<file path="src/wmmf_ram.sv">
// Generic single-port-write, single-port-read RAM with registered read data.
`default_nettype none
module wmmf_ram #(
	parameter int WIDTH = 8,
	parameter int DEPTH = 16
) (
	input  wire logic                     clk,
	input  wire logic                     we,
	input  wire logic [$clog2(DEPTH)-1:0] waddr,
	input  wire logic [WIDTH-1:0]         wdata,
	input  wire logic [$clog2(DEPTH)-1:0] raddr,
	output logic      [WIDTH-1:0]         rdata
);
	logic [WIDTH-1:0] mem [DEPTH];

	always_ff @(posedge clk) begin
		if (we) begin
			mem[waddr] <= wdata;
		end
		rdata <= mem[raddr];
	end
endmodule
`default_nettype wire

</file>
<file path="config.mk">
export PLATFORM = sky130hd
export DESIGN_NAME = wmmf_ram
export DESIGN_NICKNAME = d
export VERILOG_FILES = /design/src/wmmf_ram.sv
export SDC_FILE = /design/constraint.sdc
export NUM_CORES = 1
export LEC_CHECK = 0
export ABC_CLOCK_PERIOD_IN_PS = 5300
export CORE_ASPECT_RATIO = 0.9
export CORE_MARGIN = 8
export CORE_UTILIZATION = 30
export CTS_CLUSTER_SIZE = 14
export DETAILED_ROUTE_END_ITERATION = 8
export DONT_BUFFER_PORTS = 1
export GPL_ROUTABILITY_DRIVEN = 0
export HOLD_SLACK_MARGIN = 0.02
export PLACE_DENSITY = 0.42
export REMOVE_ABC_BUFFERS = 1
export SLEW_MARGIN = 20
export SYNTH_ARGS = -nofsm -noshare
export SYNTH_HDL_FRONTEND = slang
export SYNTH_SLANG_ARGS = --single-unit
</file>
<file path="constraint.sdc">
create_clock -name clk -period 5.3 [get_ports clk]
set_clock_uncertainty 0.2 [all_clocks]
set_input_delay 0.265 -clock clk [delete_from_list [all_inputs] [get_ports clk]]
set_output_delay 0.265 -clock clk [all_outputs]
set_load 0.005 [all_outputs]
</file>
# Yosys cells after proc, flatten, opt, wreduce, memory -nomap -nowiden
# Memories as Yosys holds them, arrays and structs flattened. A register that Yosys moved wholly into a read port is not among the register bits.
# Cells that the tools add are included.
op_classes:
  n_mux: 2
ops:
  columns: ["cell", "n"]
  rows:
  - ["$mux W1", 2]
totals:
  register_bits: 0
  ramBits: 128
  in_bits: 18
  out_inout_bits: 8
  wordCells: 3
  memories: 1
memory_table:
  columns: ["name", "words", "width", "read_ports", "rd_ports_with_merged_regs", "write_ports", "line_no", "text"]
  rows:
  - ["mem", 16, 8, 1, 1, 1, "14", "logic [WIDTH-1:0] mem [DEPTH];"]

# Longest topological paths before layout
logic_depth:
  depth_word: 2
  depth_mapped: 5
  ltp_nobuf: 3

# Worst setup path before layout
# OpenSTA, ideal clock, no wires.
synth_timing:
  path_type: "input port to flip-flop"
  from: "in waddr[2]"
  to: "mem mem[0][0], enable pin"
  setup_time_ns: 0.383
  arrival_ns: 1.375
  t_required_ns: 4.717
  path_slack_ns: 3.342
  path_stages: 2
  path_buffers: 0
  cell_sequence: "or3b_2 > nor3_1"
synth_rtl:
  columns: ["item", "line_no", "text"]
  rows:
  - ["start: declaration", "9", "input wire logic [$clog2(DEPTH)-1:0] waddr,"]
  - ["end: declaration", "14", null]
# Straight into the memory's write port.

==> flow_summary.ini <==
[routing]
wl_per_cell_microns = 24.8
route.detailed.drc = 0
drt_first_iter_violations = 182
drtAntennaViolNets = 0
vias = 2315
via_cell_ratio = 4.82
drt-pass1-iter-count = 4
detail_route.wirelength_mm = 11.9

[worst_setup_path]
setup.reg_to_reg.worst_slack_ns = 3.39
path_common_cell = sky130_fd_sc_hd__dlygate4sd3_1
critical_path_required_ns = 5.40
rr_endpoint = rdata[2]
critical_path.endpoint_type = flip-flop
list_of_cells_traversed_by_the_critical_path = dlygate4sd3_1 > mux4_2 > dlygate4sd3_1 > a22oi_1 > nand2_1
setup.worst_path.start_class = primary input
worst_ep_arrival_time_ns = 2.60
crit_buf_inv = 2
timing.critical_path.fanout_max = 17
length_in_cells_of_the_worst_reg_to_reg_path = 4
max_stage_delay_ns = 1.14
worst_r2r_start = mem[14][2]
worstSetupPathType = in2reg
crit_path_top_delay_cell = sky130_fd_sc_hd__dlygate4sd3_1
number_of_cells_on_the_critical_path = 5
cp_top_family = buffers and inverters

[sta]
final-setup-viol-count = 0
maxClockFrequency_ghz = 0.400
setup_repair_after_global_routing_missed_its_margin = no
maxSlewViolCount = 0
whs_ns = 0.0390
fin_crit_sh_pct = 47.1
worstMarginPinSlew_ns = 1.00
setup_tns_ns = 0
report.final.hold_viol_count = 0
min_cycle_time_layout_ns = 2.50
worst_slew_margin_rel_pct = 32.8

[synth]
synth_enable_flop_cells = 128
synth_sequential_area_ratio_pct = 77.8
synth_seq_cells = 136
synth_unique_cells = 19
post_synth.cell_area_avg_sq_um = 22.5
post_synth_inst_count = 229
yosysWarnings = 0
most_frequently_used_flop_master_after_synthesis = sky130_fd_sc_hd__edfxtp_1
asyncSetResetFlopFracSynth_pct = 0
post_synth_instance_area_sq_mm = 0.00515

[clock_tree]
insertion_delay_ns = 0.42
clock_tree.htree_level_count = 4
cts-root-to-sink-buffers = 2
tritoncts_num_sinks = 136
cts.root.buffer_cell = sky130_fd_sc_hd__clkbuf_16
clock_tree_from_tritoncts = yes
clk_transition_reported_paths_ns = 0.06
cts_made_buffers = 17

[cells_and_area]
flow.area_growth_from_synthesis_pct = 18.2
post-route-cell-area_sq_mm = 0.00608
number_of_fillers_in_the_final_layout = 1544
mostFrequentLayoutCell = sky130_fd_sc_hd__edfxtp_1
diodes = 0
fraction_of_final_layout_cells_with_drive_strength_greater_than_1_pct = 19.3
layout.cells.most_common_list = 128 x sky130_fd_sc_hd__edfxtp_1, 18 x sky130_fd_sc_hd__mux4_2, 17 x sky130_fd_sc_hd__clkbuf_16
num-nets-final = 274

[power]
peakVddDrop_uv = 194
power-per-cell-area_mw_per_mm2 = 408
power_leakage_nw = 1.96

[placed_design]
postPlaceCellArea_sq_mm = 0.00536
dp_hpwl_mm = 7.03
place.port_buffers = 0

[min_path]
min-delay-path-class = in2reg
worstHoldPathCells = 3
hold_path_end = rdata[2]
min_from = raddr[0]

[run_status]
outcome = complete, no violations

[global_route]
wire_length_of_the_first_global_routing_pass_mm = 17.6
grt_pass1_vias = 2493
gr-usage-all-layers_pct = 11.8
initial_antenna_violation_count = 0
grt_max_degree = 29
gr-total-overflow = 0

[die]
io_pins = 26
placeableCoreArea_sq_mm = 0.0168
initial_utilization_pct = 30.6
rows = 45
fp.dieW_microns = 154
die_span_y_microns = 140
die-area_sq_mm = 0.0216

[run]
max_cap_violations = 0
## power breakdown
group / switching (mW) / total [mW] / internal [mW]
clock network: 0.440 / 1.18 / 0.736
registers: 0.00808 / 1.21 / 1.20
logic: 0.0543 / 0.0955 / 0.0413
total: 0.502 / 2.48 / 1.98
## routing by layer
metal	share of wire (%)	GRT usage, %
met1	53	17.6
met2	41	15.2
met3	5.7	4.06
met4	1.2	4.12
met5	0	0
## cells in the mapped netlist, types with 2 or more instances
master,count,share of area [%]
sky130_fd_sc_hd__clkdlybuf4s25_2,3,0.58
sky130_fd_sc_hd__a22oi_1,16,2.3
sky130_fd_sc_hd__buf_2,3,0.29
sky130_fd_sc_hd__edfxtp_1,128,75
sky130_fd_sc_hd__buf_6,3,0.66
sky130_fd_sc_hd__nor3_1,4,0.39
sky130_fd_sc_hd__mux4_1,14,7.1
sky130_fd_sc_hd__nand2b_1,2,0.24
sky130_fd_sc_hd__nor2_1,13,0.95
sky130_fd_sc_hd__nand3b_1,2,0.29
sky130_fd_sc_hd__dfxtp_1,8,3.1
sky130_fd_sc_hd__nand2_1,9,0.66
sky130_fd_sc_hd__mux4_2,18,7.9
## sequential cells by signal, summed over array words and instances (netlist names)
name and cells:
rdata 8, mem 128
## what timing repair did
| item | CTS | global route |
|---|---|---|
| setup endpoints to repair | 0 | 0 |
| buffers inserted | 0 | 0 |
| hold buffers | 14 | 0 |
| resized for setup | 0 | 0 |
| hold endpoints to repair | 139 | 0 |
## how the worst max path moves through the flow
stage / startpoint / endpoint
after floorplan: waddr[2] / mem[0][0]
after global placement: waddr[2] / mem[1][2]
after detailed placement: waddr[2] / mem[1][2]
after CTS: raddr[1] / rdata[2]
after global routing: raddr[1] / rdata[2]
final: raddr[1] / rdata[2]
## metrics by stage
stage | util [%] | setup WS (ns) | cells | power (mW)
finish | 36.1 | 2.80 | 480 | 2.48
global route | 36.1 | 2.72 | 480 | 2.56
CTS | 36.1 | 2.82 | 480 | 2.51
detailed placement | 31.8 | 3.19 | 434 | 1.30
global placement | 31.8 | 3.20 | 434 | 1.30
floorplan | - | 3.34 | 219 | 1.28
## tightest hold or removal path: stages
cell and delay [ns]:
sky130_fd_sc_hd__mux4_1 0.19, sky130_fd_sc_hd__a22oi_1 0.09, sky130_fd_sc_hd__nand2_1 0.08
## kinds of logic (layout without fill, tap and decap cells)
| kind of cell | after synthesis | in the layout | share of synthesized area [%] |
|---|---|---|---|
| flip-flops | 136 | 136 | 77.8 |
| AND/OR/NAND/NOR | 35 | 35 | 3.18 |
| multiplexers | 32 | 32 | 15.0 |
| AO/OA/AOI/OAI | 16 | 16 | 2.33 |
| buffers and inverters | 10 | 50 | 1.68 |
## layout make-up
class                           count  area [sq um]  share of cell area (%)
Clock inverter                     13           155                    2.55
Multi-Input combinational cell     83          1060                    17.4
Tap cell                          211           264                    4.34
Clock buffer                       19           433                    7.12
Timing Repair Buffer               18           170                    2.80
Sequential cell                   136          4000                    65.8
Power figures use the tool's default switching activity.
